File: src/hw/rtl/apq_pkg.sv
// ----------------------------------------------------------------------------
// apq_pkg
// shared codes, defaults and types of the alarm priority queue
// ----------------------------------------------------------------------------
package apq_pkg;

   localparam int NORMAL_DEPTH_DEF = 16;
   localparam int DATA_WIDTH_DEF   = 32;
   localparam int COUNT_WIDTH_DEF  = $clog2(NORMAL_DEPTH_DEF + 2);

   localparam int OPCODE_WIDTH = 2;
   localparam int STATUS_WIDTH = 3;

   // request opcodes
   localparam logic [OPCODE_WIDTH-1:0] OP_SEND_NORMAL = 2'd0;
   localparam logic [OPCODE_WIDTH-1:0] OP_SEND_ALARM  = 2'd1;
   localparam logic [OPCODE_WIDTH-1:0] OP_RECEIVE     = 2'd2;

   // response status codes
   localparam logic [STATUS_WIDTH-1:0] ST_OK      = 3'd0;
   localparam logic [STATUS_WIDTH-1:0] ST_NULL    = 3'd1;
   localparam logic [STATUS_WIDTH-1:0] ST_BUSY    = 3'd2;
   localparam logic [STATUS_WIDTH-1:0] ST_EMPTY   = 3'd3;
   localparam logic [STATUS_WIDTH-1:0] ST_NOROOM  = 3'd4;

   // outcome of one request, passed from the core to the response stage
   typedef struct packed {
      logic [STATUS_WIDTH-1:0] status;
      logic                    recv_kind;
      logic                    from_alarm;
      logic                    from_mem;
   } apq_decision_type;

endpackage

File: src/hw/rtl/apq_if.sv
// ----------------------------------------------------------------------------
// apq request and response channels
// valid/ready channels carrying the queue requests and responses
// ----------------------------------------------------------------------------
interface apq_req_if
   import apq_pkg::*;
#(
   parameter int DATA_WIDTH = DATA_WIDTH_DEF
);
   logic                    valid;
   logic                    ready;
   logic [OPCODE_WIDTH-1:0] opcode;
   logic [DATA_WIDTH-1:0]   payload;

   modport source (output valid, output opcode, output payload, input ready);
   modport sink   (input valid, input opcode, input payload, output ready);
endinterface

interface apq_rsp_if
   import apq_pkg::*;
#(
   parameter int DATA_WIDTH  = DATA_WIDTH_DEF,
   parameter int COUNT_WIDTH = COUNT_WIDTH_DEF
);
   logic                    valid;
   logic                    ready;
   logic [STATUS_WIDTH-1:0] status;
   logic                    recv_kind;
   logic [DATA_WIDTH-1:0]   recv_data;
   logic [COUNT_WIDTH-1:0]  total_count;
   logic                    alarm_count;

   modport source (output valid, output status, output recv_kind, output recv_data,
                   output total_count, output alarm_count, input ready);
   modport sink   (input valid, input status, input recv_kind, input recv_data,
                   input total_count, input alarm_count, output ready);
endinterface

File: src/hw/rtl/apq_store.sv
// ----------------------------------------------------------------------------
// apq_store
// message memory of the normal fifo, one write and one registered read port
// ----------------------------------------------------------------------------
module apq_store
   import apq_pkg::*;
#(
   parameter int NORMAL_DEPTH = NORMAL_DEPTH_DEF,
   parameter int DATA_WIDTH   = DATA_WIDTH_DEF,
   localparam int PTR_WIDTH   = $clog2(NORMAL_DEPTH)
) (
   input  logic                  clock,
   input  logic                  wr_en,
   input  logic [PTR_WIDTH-1:0]  wr_addr,
   input  logic [DATA_WIDTH-1:0] wr_data,
   input  logic                  rd_en,
   input  logic [PTR_WIDTH-1:0]  rd_addr,
   output logic [DATA_WIDTH-1:0] rd_data
);

   logic [DATA_WIDTH-1:0] store_mem [NORMAL_DEPTH];
   logic [DATA_WIDTH-1:0] rd_data_ff;

   always_ff @(posedge clock) begin
      if (wr_en) begin
         store_mem[wr_addr] <= wr_data;
      end
   end

   // read data holds until the next read
   always_ff @(posedge clock) begin
      if (rd_en) begin
         rd_data_ff <= store_mem[rd_addr];
      end
   end

   assign rd_data = rd_data_ff;

endmodule

File: src/hw/rtl/apq_core.sv
// ----------------------------------------------------------------------------
// apq_core
// request decode, fifo pointers and counts, alarm slot
// ----------------------------------------------------------------------------
module apq_core
   import apq_pkg::*;
#(
   parameter int NORMAL_DEPTH = NORMAL_DEPTH_DEF,
   parameter int DATA_WIDTH   = DATA_WIDTH_DEF,
   localparam int PTR_WIDTH   = $clog2(NORMAL_DEPTH),
   localparam int CNT_WIDTH   = $clog2(NORMAL_DEPTH + 1),
   localparam int TOT_WIDTH   = $clog2(NORMAL_DEPTH + 2)
) (
   input  logic                    clock,
   input  logic                    reset,
   input  logic                    accept,
   input  logic [OPCODE_WIDTH-1:0] opcode,
   input  logic [DATA_WIDTH-1:0]   payload,
   output apq_decision_type        decision,
   output logic [DATA_WIDTH-1:0]   alarm_data,
   output logic [TOT_WIDTH-1:0]    total_count,
   output logic                    alarm_count,
   output logic                    mem_wr_en,
   output logic [PTR_WIDTH-1:0]    mem_wr_addr,
   output logic                    mem_rd_en,
   output logic [PTR_WIDTH-1:0]    mem_rd_addr
);

   logic [PTR_WIDTH-1:0]  rd_ptr_ff, rd_ptr_in;
   logic [PTR_WIDTH-1:0]  wr_ptr_ff, wr_ptr_in;
   logic [CNT_WIDTH-1:0]  count_ff, count_in;
   logic                  alarm_held_ff, alarm_held_in;
   logic [DATA_WIDTH-1:0] alarm_data_ff, alarm_data_in;
   logic                  is_null;
   logic                  is_full;
   logic                  do_push;
   logic                  do_pop;

   function automatic logic [PTR_WIDTH-1:0] advance(input logic [PTR_WIDTH-1:0] ptr);
      return (ptr == PTR_WIDTH'(NORMAL_DEPTH - 1)) ? '0 : ptr + 1'b1;
   endfunction

   assign is_null = (payload == '0);
   assign is_full = (count_ff == CNT_WIDTH'(NORMAL_DEPTH));

   always_comb begin
      decision      = '{status: ST_OK, recv_kind: 1'b0, from_alarm: 1'b0, from_mem: 1'b0};
      do_push       = 1'b0;
      do_pop        = 1'b0;
      alarm_held_in = alarm_held_ff;
      alarm_data_in = alarm_data_ff;
      unique case (opcode)
         OP_SEND_NORMAL: begin
            priority if (is_null) begin
               decision.status = ST_NULL;
            end else if (is_full) begin
               decision.status = ST_NOROOM;
            end else begin
               do_push = accept;
            end
         end
         OP_SEND_ALARM: begin
            priority if (is_null) begin
               decision.status = ST_NULL;
            end else if (alarm_held_ff) begin
               decision.status = ST_BUSY;
            end else begin
               if (accept) begin
                  alarm_held_in = 1'b1;
                  alarm_data_in = payload;
               end
            end
         end
         OP_RECEIVE: begin
            priority if (alarm_held_ff) begin
               decision.recv_kind  = 1'b1;
               decision.from_alarm = 1'b1;
               if (accept) begin
                  alarm_held_in = 1'b0;
               end
            end else if (count_ff != '0) begin
               decision.from_mem = 1'b1;
               do_pop            = accept;
            end else begin
               decision.status = ST_EMPTY;
            end
         end
         default: begin
            // unused opcode: no effect
         end
      endcase
   end

   assign wr_ptr_in = do_push ? advance(wr_ptr_ff) : wr_ptr_ff;
   assign rd_ptr_in = do_pop ? advance(rd_ptr_ff) : rd_ptr_ff;

   always_comb begin
      unique case ({do_push, do_pop})
         2'b10:   count_in = count_ff + 1'b1;
         2'b01:   count_in = count_ff - 1'b1;
         default: count_in = count_ff;
      endcase
   end

   always_ff @(posedge clock) begin
      if (reset) begin
         rd_ptr_ff     <= '0;
         wr_ptr_ff     <= '0;
         count_ff      <= '0;
         alarm_held_ff <= 1'b0;
      end else begin
         rd_ptr_ff     <= rd_ptr_in;
         wr_ptr_ff     <= wr_ptr_in;
         count_ff      <= count_in;
         alarm_held_ff <= alarm_held_in;
      end
   end

   always_ff @(posedge clock) begin
      alarm_data_ff <= alarm_data_in;
   end

   assign mem_wr_en   = do_push;
   assign mem_wr_addr = wr_ptr_ff;
   assign mem_rd_en   = do_pop;
   assign mem_rd_addr = rd_ptr_ff;

   // counts after this request
   assign alarm_data  = alarm_data_ff;
   assign alarm_count = alarm_held_in;
   assign total_count = TOT_WIDTH'(count_in) + TOT_WIDTH'(alarm_held_in);

endmodule

File: src/hw/rtl/alarm_priority_queue.sv
// ----------------------------------------------------------------------------
// alarm_priority_queue
// message fifo with one alarm slot served ahead of all normal messages
// ----------------------------------------------------------------------------
// A request is a normal send, an alarm send or a receive; each gives exactly
// one response with a status, the received message and its kind, and the
// total and alarm counts after the request. Normal messages sit in a
// single-port-write, registered-read memory of NORMAL_DEPTH entries; the
// alarm slot is a register. The block takes one request per cycle while the
// response side keeps up: queue state is updated when a request is taken,
// the memory read for a receive lands while the request waits in a holding
// stage, and a response register then presents the result. Requests are
// held off only while the holding stage is full and the response register
// is stalled. No clearing pass is needed after reset, since only entries
// that have been written are read.
module alarm_priority_queue
   import apq_pkg::*;
#(
   parameter int NORMAL_DEPTH = NORMAL_DEPTH_DEF,
   parameter int DATA_WIDTH   = DATA_WIDTH_DEF
) (
   input  logic           clock,
   input  logic           reset,
   apq_req_if.sink        req_bus,
   apq_rsp_if.source      rsp_bus
);

   localparam int PTR_WIDTH = $clog2(NORMAL_DEPTH);
   localparam int TOT_WIDTH = $clog2(NORMAL_DEPTH + 2);

   logic                   req_accept;
   apq_decision_type       decision;
   logic [DATA_WIDTH-1:0]  core_alarm_data;
   logic [TOT_WIDTH-1:0]   core_total;
   logic                   core_alarm_cnt;
   logic                   mem_wr_en;
   logic [PTR_WIDTH-1:0]   mem_wr_addr;
   logic                   mem_rd_en;
   logic [PTR_WIDTH-1:0]   mem_rd_addr;
   logic [DATA_WIDTH-1:0]  mem_rd_data;

   // holding stage, waits for the memory read
   logic                   s1_valid_ff, s1_valid_in;
   apq_decision_type       s1_dec_ff, s1_dec_in;
   logic [DATA_WIDTH-1:0]  s1_alarm_data_ff, s1_alarm_data_in;
   logic [TOT_WIDTH-1:0]   s1_total_ff, s1_total_in;
   logic                   s1_alarm_cnt_ff, s1_alarm_cnt_in;
   logic                   s1_move;

   // response register
   logic                    rsp_valid_ff, rsp_valid_in;
   logic [STATUS_WIDTH-1:0] rsp_status_ff, rsp_status_in;
   logic                    rsp_kind_ff, rsp_kind_in;
   logic [DATA_WIDTH-1:0]   rsp_data_ff, rsp_data_in;
   logic [TOT_WIDTH-1:0]    rsp_total_ff, rsp_total_in;
   logic                    rsp_alarm_cnt_ff, rsp_alarm_cnt_in;

   // holding stage drains when the response register is free or emptying
   assign s1_move       = s1_valid_ff && (!rsp_valid_ff || rsp_bus.ready);
   assign req_bus.ready = !s1_valid_ff || s1_move;
   assign req_accept    = req_bus.valid && req_bus.ready;

   apq_core #(
      .NORMAL_DEPTH (NORMAL_DEPTH),
      .DATA_WIDTH   (DATA_WIDTH)
   ) u_core (
      .clock        (clock),
      .reset        (reset),
      .accept       (req_accept),
      .opcode       (req_bus.opcode),
      .payload      (req_bus.payload),
      .decision     (decision),
      .alarm_data   (core_alarm_data),
      .total_count  (core_total),
      .alarm_count  (core_alarm_cnt),
      .mem_wr_en    (mem_wr_en),
      .mem_wr_addr  (mem_wr_addr),
      .mem_rd_en    (mem_rd_en),
      .mem_rd_addr  (mem_rd_addr)
   );

   // normal sends write the payload, receives read the oldest entry
   apq_store #(
      .NORMAL_DEPTH (NORMAL_DEPTH),
      .DATA_WIDTH   (DATA_WIDTH)
   ) u_store (
      .clock        (clock),
      .wr_en        (mem_wr_en),
      .wr_addr      (mem_wr_addr),
      .wr_data      (req_bus.payload),
      .rd_en        (mem_rd_en),
      .rd_addr      (mem_rd_addr),
      .rd_data      (mem_rd_data)
   );

   // holding stage next values
   always_comb begin
      s1_valid_in      = s1_valid_ff;
      s1_dec_in        = s1_dec_ff;
      s1_alarm_data_in = s1_alarm_data_ff;
      s1_total_in      = s1_total_ff;
      s1_alarm_cnt_in  = s1_alarm_cnt_ff;
      priority if (req_accept) begin
         s1_valid_in      = 1'b1;
         s1_dec_in        = decision;
         s1_alarm_data_in = core_alarm_data;
         s1_total_in      = core_total;
         s1_alarm_cnt_in  = core_alarm_cnt;
      end else if (s1_move) begin
         s1_valid_in = 1'b0;
      end else begin
         // nothing taken, nothing drained: hold
      end
   end

   // response register next values, data picked once the read has landed
   always_comb begin
      rsp_valid_in     = rsp_valid_ff;
      rsp_status_in    = rsp_status_ff;
      rsp_kind_in      = rsp_kind_ff;
      rsp_data_in      = rsp_data_ff;
      rsp_total_in     = rsp_total_ff;
      rsp_alarm_cnt_in = rsp_alarm_cnt_ff;
      priority if (s1_move) begin
         rsp_valid_in     = 1'b1;
         rsp_status_in    = s1_dec_ff.status;
         rsp_kind_in      = s1_dec_ff.recv_kind;
         rsp_total_in     = s1_total_ff;
         rsp_alarm_cnt_in = s1_alarm_cnt_ff;
         priority if (s1_dec_ff.from_alarm) begin
            rsp_data_in = s1_alarm_data_ff;
         end else if (s1_dec_ff.from_mem) begin
            rsp_data_in = mem_rd_data;
         end else begin
            rsp_data_in = '0;
         end
      end else if (rsp_bus.ready) begin
         rsp_valid_in = 1'b0;
      end else begin
         // response stalled: hold
      end
   end

   always_ff @(posedge clock) begin
      if (reset) begin
         s1_valid_ff  <= 1'b0;
         rsp_valid_ff <= 1'b0;
      end else begin
         s1_valid_ff  <= s1_valid_in;
         rsp_valid_ff <= rsp_valid_in;
      end
   end

   // payload registers, no reset
   always_ff @(posedge clock) begin
      s1_dec_ff        <= s1_dec_in;
      s1_alarm_data_ff <= s1_alarm_data_in;
      s1_total_ff      <= s1_total_in;
      s1_alarm_cnt_ff  <= s1_alarm_cnt_in;
      rsp_status_ff    <= rsp_status_in;
      rsp_kind_ff      <= rsp_kind_in;
      rsp_data_ff      <= rsp_data_in;
      rsp_total_ff     <= rsp_total_in;
      rsp_alarm_cnt_ff <= rsp_alarm_cnt_in;
   end

   assign rsp_bus.valid       = rsp_valid_ff;
   assign rsp_bus.status      = rsp_status_ff;
   assign rsp_bus.recv_kind   = rsp_kind_ff;
   assign rsp_bus.recv_data   = rsp_data_ff;
   assign rsp_bus.total_count = rsp_total_ff;
   assign rsp_bus.alarm_count = rsp_alarm_cnt_ff;

`ifndef SYNTHESIS
   // a request in the holding stage is never dropped before it drains
   assert property (@(posedge clock) disable iff (reset)
      s1_valid_ff && !s1_move |=> s1_valid_ff)
      else $error("holding stage lost a request");

   // a received alarm empties the alarm slot
   assert property (@(posedge clock) disable iff (reset)
      rsp_valid_ff && rsp_kind_ff |-> !rsp_alarm_cnt_ff && rsp_status_ff == ST_OK)
      else $error("alarm receive left the slot held");

   // counts never exceed the fifo depth plus the alarm slot
   assert property (@(posedge clock) disable iff (reset)
      rsp_valid_ff |-> rsp_total_ff <= TOT_WIDTH'(NORMAL_DEPTH + 1)
                       && rsp_total_ff >= TOT_WIDTH'(rsp_alarm_cnt_ff))
      else $error("response count out of range");

   // the memory is read only when a request is taken, never alongside a write
   assert property (@(posedge clock) disable iff (reset)
      mem_rd_en |-> req_accept && !mem_wr_en)
      else $error("memory access outside an accepted request");
`endif

endmodule

File: src/flat_wrapper.sv
// flat-port wrapper written by rule: the top's interface ports become plain ports
module alarm_priority_queue_flat import apq_pkg::*;
#(
   parameter int NORMAL_DEPTH = NORMAL_DEPTH_DEF,
   parameter int DATA_WIDTH   = DATA_WIDTH_DEF
)
  (clock, reset, req_bus_valid, req_bus_opcode, req_bus_payload, req_bus_ready, rsp_bus_valid, rsp_bus_status, rsp_bus_recv_kind, rsp_bus_recv_data, rsp_bus_total_count, rsp_bus_alarm_count, rsp_bus_ready);
  apq_req_if #(.DATA_WIDTH(DATA_WIDTH)) req_bus_i ();
  apq_rsp_if #(.DATA_WIDTH(DATA_WIDTH), .COUNT_WIDTH((COUNT_WIDTH_DEF))) rsp_bus_i ();
  input  logic clock;
  input  logic reset;
  input wire logic [$bits(req_bus_i.valid)-1:0] req_bus_valid;
  input wire logic [$bits(req_bus_i.opcode)-1:0] req_bus_opcode;
  input wire logic [$bits(req_bus_i.payload)-1:0] req_bus_payload;
  output wire logic [$bits(req_bus_i.ready)-1:0] req_bus_ready;
  output wire logic [$bits(rsp_bus_i.valid)-1:0] rsp_bus_valid;
  output wire logic [$bits(rsp_bus_i.status)-1:0] rsp_bus_status;
  output wire logic [$bits(rsp_bus_i.recv_kind)-1:0] rsp_bus_recv_kind;
  output wire logic [$bits(rsp_bus_i.recv_data)-1:0] rsp_bus_recv_data;
  output wire logic [$bits(rsp_bus_i.total_count)-1:0] rsp_bus_total_count;
  output wire logic [$bits(rsp_bus_i.alarm_count)-1:0] rsp_bus_alarm_count;
  input wire logic [$bits(rsp_bus_i.ready)-1:0] rsp_bus_ready;
  assign req_bus_i.valid = req_bus_valid;
  assign req_bus_i.opcode = req_bus_opcode;
  assign req_bus_i.payload = req_bus_payload;
  assign req_bus_ready = req_bus_i.ready;
  assign rsp_bus_valid = rsp_bus_i.valid;
  assign rsp_bus_status = rsp_bus_i.status;
  assign rsp_bus_recv_kind = rsp_bus_i.recv_kind;
  assign rsp_bus_recv_data = rsp_bus_i.recv_data;
  assign rsp_bus_total_count = rsp_bus_i.total_count;
  assign rsp_bus_alarm_count = rsp_bus_i.alarm_count;
  assign rsp_bus_i.ready = rsp_bus_ready;
  alarm_priority_queue #(.NORMAL_DEPTH(NORMAL_DEPTH), .DATA_WIDTH(DATA_WIDTH)) u_core (.clock(clock), .reset(reset), .req_bus(req_bus_i), .rsp_bus(rsp_bus_i));
endmodule
File: config.mk
export PLATFORM = sky130hd
export DESIGN_NAME = alarm_priority_queue_flat
export DESIGN_NICKNAME = d
export VERILOG_FILES = /design/src/hw/rtl/apq_pkg.sv /design/src/hw/rtl/apq_if.sv /design/src/hw/rtl/apq_store.sv /design/src/hw/rtl/apq_core.sv /design/src/hw/rtl/alarm_priority_queue.sv /design/src/flat_wrapper.sv
export SDC_FILE = /design/constraint.sdc
export NUM_CORES = 1
export LEC_CHECK = 0
export BUFFER_PORTS_ARGS = -buffer_cell sky130_fd_sc_hd__buf_2
export CAP_MARGIN = 20
export CORE_UTILIZATION = 35
export CTS_CLUSTER_DIAMETER = 100
export DETAILED_ROUTE_END_ITERATION = 7
export GPL_TIMING_DRIVEN = 0
export PLACE_DENSITY = 0.51
export SKIP_LAST_GASP = 1
export SYNTH_ARGS = -nofsm -noshare
export SYNTH_HDL_FRONTEND = slang
export SYNTH_HIERARCHICAL = 1
export SYNTH_SLANG_ARGS = --single-unit
File: constraint.sdc
create_clock -name clock -period 6.2 [get_ports clock]
set_input_delay 0.31 -clock clock [delete_from_list [all_inputs] [get_ports clock]]
set_output_delay 0.31 -clock clock [all_outputs]
set_load 0.02 [all_outputs]
==> impl_metrics.env <==
export IMPL_status="completed"
export IMPL_use_met3_pct=3.04
export IMPL_finalHoldViolCount=0
export IMPL_r2r_cells=12
export IMPL_die_y_um=271
export IMPL_finClkSkew_ns=0.0267
export IMPL_arrival_ns=4.46
export IMPL_worstSetupEndpointType="flop"
export IMPL_r2r_start="u_core/s1_valid_ff"
export IMPL_boundaryPins=82
export IMPL_start_kind="input port"
export IMPL_crit_fanout=48
export IMPL_yosys_area_top_type="edfxtp_1"
export IMPL_ant_nets=0
export IMPL_worst_slew_pin_slew_ns=1.02
export IMPL_whs_ns=0.0986
export IMPL_slew_viol_final=0
export IMPL_setup_viol=0
export IMPL_synthTopCellsByArea="edfxtp_1 79%, mux4_2 11%, a22oi_1 1.9%"
export IMPL_fmaxAchievable_ghz=0.243
export IMPL_die_w_um=271
export IMPL_yosysUniqueCellTypes=51
export IMPL_synthesis_nets=1200
export IMPL_grt_use_met1_pct=23.0
export IMPL_via_count=12000
export IMPL_antenna_found_initial=2
export IMPL_path_class="in -> reg"
export IMPL_fin_cells=2349
export IMPL_io_buffer_count=81
export IMPL_num_rows=98
export IMPL_numCtsBuffers=73
export IMPL_reg2reg_slack_ns=2.11
export IMPL_hold_class="in -> reg"
export IMPL_met2_usage_pct=25.8
export IMPL_drtIter0Drc=1114
export IMPL_netlist_instances=1149
export IMPL_fin_crit_sh_pct=66.3
export IMPL_place_hpwl_um=37400
export IMPL_synth_top_area_share_pct=78.6
export IMPL_drive_gt1_share_pct=28.6
export IMPL_synth_top_flop_cell="edfxtp_1"
export IMPL_required_ns=6.55
export IMPL_core_area_um2=71500
export IMPL_synth_edf_count=662
export IMPL_p_per_area_nw_per_um2=316
export IMPL_min_to="u_core/u_store/store_mem[15][9]"
export IMPL_multi_input_area_um2=4870
export IMPL_placedCellCount=2219
export IMPL_seqCellArea_um2=20200
export IMPL_p_leak_nw=9.41
export IMPL_cts_tree="done"
export IMPL_syn_area_per_cell_um2=22.0
export IMPL_yosysSeqAreaShare_pct=79.9
export IMPL_holdPathStages=1
export IMPL_start_util_pct=35.4
export IMPL_synth_seq_cells=678
export IMPL_maxSlewHeadroom_pct=31.5
export IMPL_grt_total_usage_pct=16.3
export IMPL_drcViolationCount=0
export IMPL_drt_vias_per_instance=5.11
export IMPL_dieArea_um2=73300
export IMPL_netlist_area_um2=25300
export IMPL_path_clk_slew_ns=0.06
export IMPL_ir_drop_v=0.000188
export IMPL_clock_sinks=678
export IMPL_place_gp_congestion=0.725
export IMPL_wl_um=58500
export IMPL_wl_per_cell_um=24.9
export IMPL_grt_max_degree=49
export IMPL_r2r_end="u_core/s1_total_ff[4]"
export IMPL_fill_cells=6193
export IMPL_root_buffer="clkbuf_16"
export IMPL_yosysWarnings=6
export IMPL_async_flop_share_pct=0
export IMPL_nets=1399
export IMPL_dr_pass1_iters=4
export IMPL_rsz0062_at_grt="false"
export IMPL_cts_max_level=3
export IMPL_hp_start="req_bus_payload[9]"
export IMPL_cts_setup_buffers=0
export IMPL_antennaDiodeCount=0
export IMPL_busiest_layer="met2"
export IMPL_ctsResizeCount=0
export IMPL_drv_cap=0
export IMPL_area_delta_synth_final_pct=18.1
export IMPL_grt_overflow=0
export IMPL_grt_pass1_vias=12600
export IMPL_fin_crit_ns=4.11
export IMPL_insertion_delay_ns=0.61
export IMPL_cts_buffer_depth=3
export IMPL_grt_pass1_wl_um=86400
repair_timing:
item | 4_1_cts | 5_1_grt
endpoints found under the hold margin | 6 | 0
hold buffers | 4 | 0
setup endpoints to repair | 0 | 0
worst max-delay path, cell delays in order:
cell           delay (ns)
dlygate4sd3_1        0.52
buf_2                0.10
nand3b_1             0.15
and2_4               0.79
nand2_2              0.18
inv_2                0.37
ha_1                 0.43
inv_1                0.12
fa_1                 0.41
nand2b_1             0.20
a2111oi_0            0.41
nand4b_1             0.18
nand2_1              0.10
xor2_1               0.18
metrics by stage:
stage	setup slack [ns]	TNS, ns	power [mW]	util, %	instance area [um2]
detailed placement	1.66	0	5.45	38.6	27600
floorplan	0.288	0	5.31	-	25300
global route	1.73	0	9.76	41.8	29900
CTS	2.02	0	9.58	41.8	29900
global placement	-5.85	-1048.60	5.44	37.6	26900
finish	2.09	0	9.45	41.8	29900
sequential cells by signal (all words and copies together), names as in the netlist, 3 cells and up:
name / cells
u_core/s1_dec_ff: 6
u_core/u_core/mem_wr_addr: 4
u_core/rsp_bus.status: 3
u_core/u_store/rd_data: 32
u_core/u_core/alarm_data: 32
u_core/s1_alarm_data_ff: 32
u_core/s1_total_ff: 5
u_core/u_core/mem_rd_addr: 4
u_core/u_core/count_ff: 5
u_core/rsp_bus.total_count: 5
u_core/rsp_bus.recv_data: 32
u_core/u_store/store_mem: 512
worst max-delay path by stage:
stage	slack, ns	depth (start not counted)	startpoint	end
global placement	-5.85	5	rsp_bus_ready	u_core/u_core/alarm_data[14]
detailed placement	1.66	12	req_bus_payload[6]	u_core/s1_total_ff[4]
floorplan	0.29	4	u_core/rsp_bus.valid	u_core/u_core/alarm_data[0]
global route	1.73	14	rsp_bus_ready	u_core/s1_total_ff[4]
CTS	2.02	12	u_core/s1_valid_ff	u_core/s1_total_ff[4]
finish	2.09	14	rsp_bus_ready	u_core/s1_total_ff[4]
power breakdown:
part	switching [mW]	total, mW	internal [mW]
clock	1.72	4.10	2.38
combinational	0.169	0.251	0.0815
sequential	0.0141	5.10	5.08
total	1.90	9.45	7.54
placed cells by master, fill, tap and decap left out, types with 3 or more instances in the layout:
cell type        n
nor2_4          12
mux2i_1          3
buf_12          11
nand3_1          6
nor4_1           5
buf_4           18
clkinv_1        17
o21ai_0          4
a22oi_1         64
nand2_1         46
dlygate4sd3_1    4
buf_1           10
nor3_1           3
a21oi_1         13
bufinv_16        3
ha_1            12
nand2b_1         5
buf_16           6
nor2b_1          6
inv_1           16
nand4_1          4
dfxtp_1         16
mux4_2         128
a22o_1          31
clkinv_2        10
buf_2           92
xor2_1           5
nor3_2           4
nor4_2           3
clkbuf_1        32
edfxtp_1       662
nor2_1           9
buf_6           18
nand3b_1         3
clkbuf_16       77
or3_1            3
layout make-up:
class | instances | share of cell area, %
Clock buffer | 91 | 6.62
Multi-Input combinational cell | 401 | 16.3
Clock inverter | 35 | 0.829
Timing Repair Buffer | 124 | 3.51
Sequential cell | 678 | 67.6
Tap cell | 950 | 3.98
Buffer | 53 | 0.938
Inverter | 17 | 0.214
synthesized netlist by cell type (2+ instances only):
cell type	n
mux2i_1	3
o21ai_1	2
a22oi_1	64
buf_6	4
ha_1	12
nor4_2	3
dfxtp_1	16
nor3_1	7
nand2_1	46
buf_4	10
inv_1	17
a21boi_0	2
a21oi_2	2
buf_2	11
nor2_1	21
mux4_2	128
nor2b_1	6
buf_1	10
a21oi_1	13
nand3b_1	3
nand4_1	4
nor4b_1	2
xor2_1	5
o21ai_0	4
or3_1	3
nand3_1	6
nand2b_1	5
clkbuf_1	18
nor4_1	5
a22o_1	31
a31oi_1	2
edfxtp_1	662
and2_1	4
metal layers:
layer	vias up	wire length, um
met5	-	30
met1	6402	26200
met2	319	28000
li1	5208	-
met4	4	1070
met3	78	3190
logic make-up (layout without fill, tap and decap cells):
| kind of cell | count (synthesis) | in the layout | share of synthesized area (%) |
|---|---|---|---|
| flip-flops | 678 | 678 | 79.9 |
| adder cells (fa/ha/maj) | 13 | 13 | 0.673 |
| multiplexers | 131 | 131 | 11.5 |
| buffers and inverters | 70 | 320 | 1.36 |
| XOR/XNOR | 6 | 6 | 0.208 |
| AO/OA/AOI/OAI | 128 | 128 | 3.83 |
| AND/OR/NAND/NOR | 123 | 123 | 2.55 |
No activity file was read; power rests on OpenSTA's default activity.
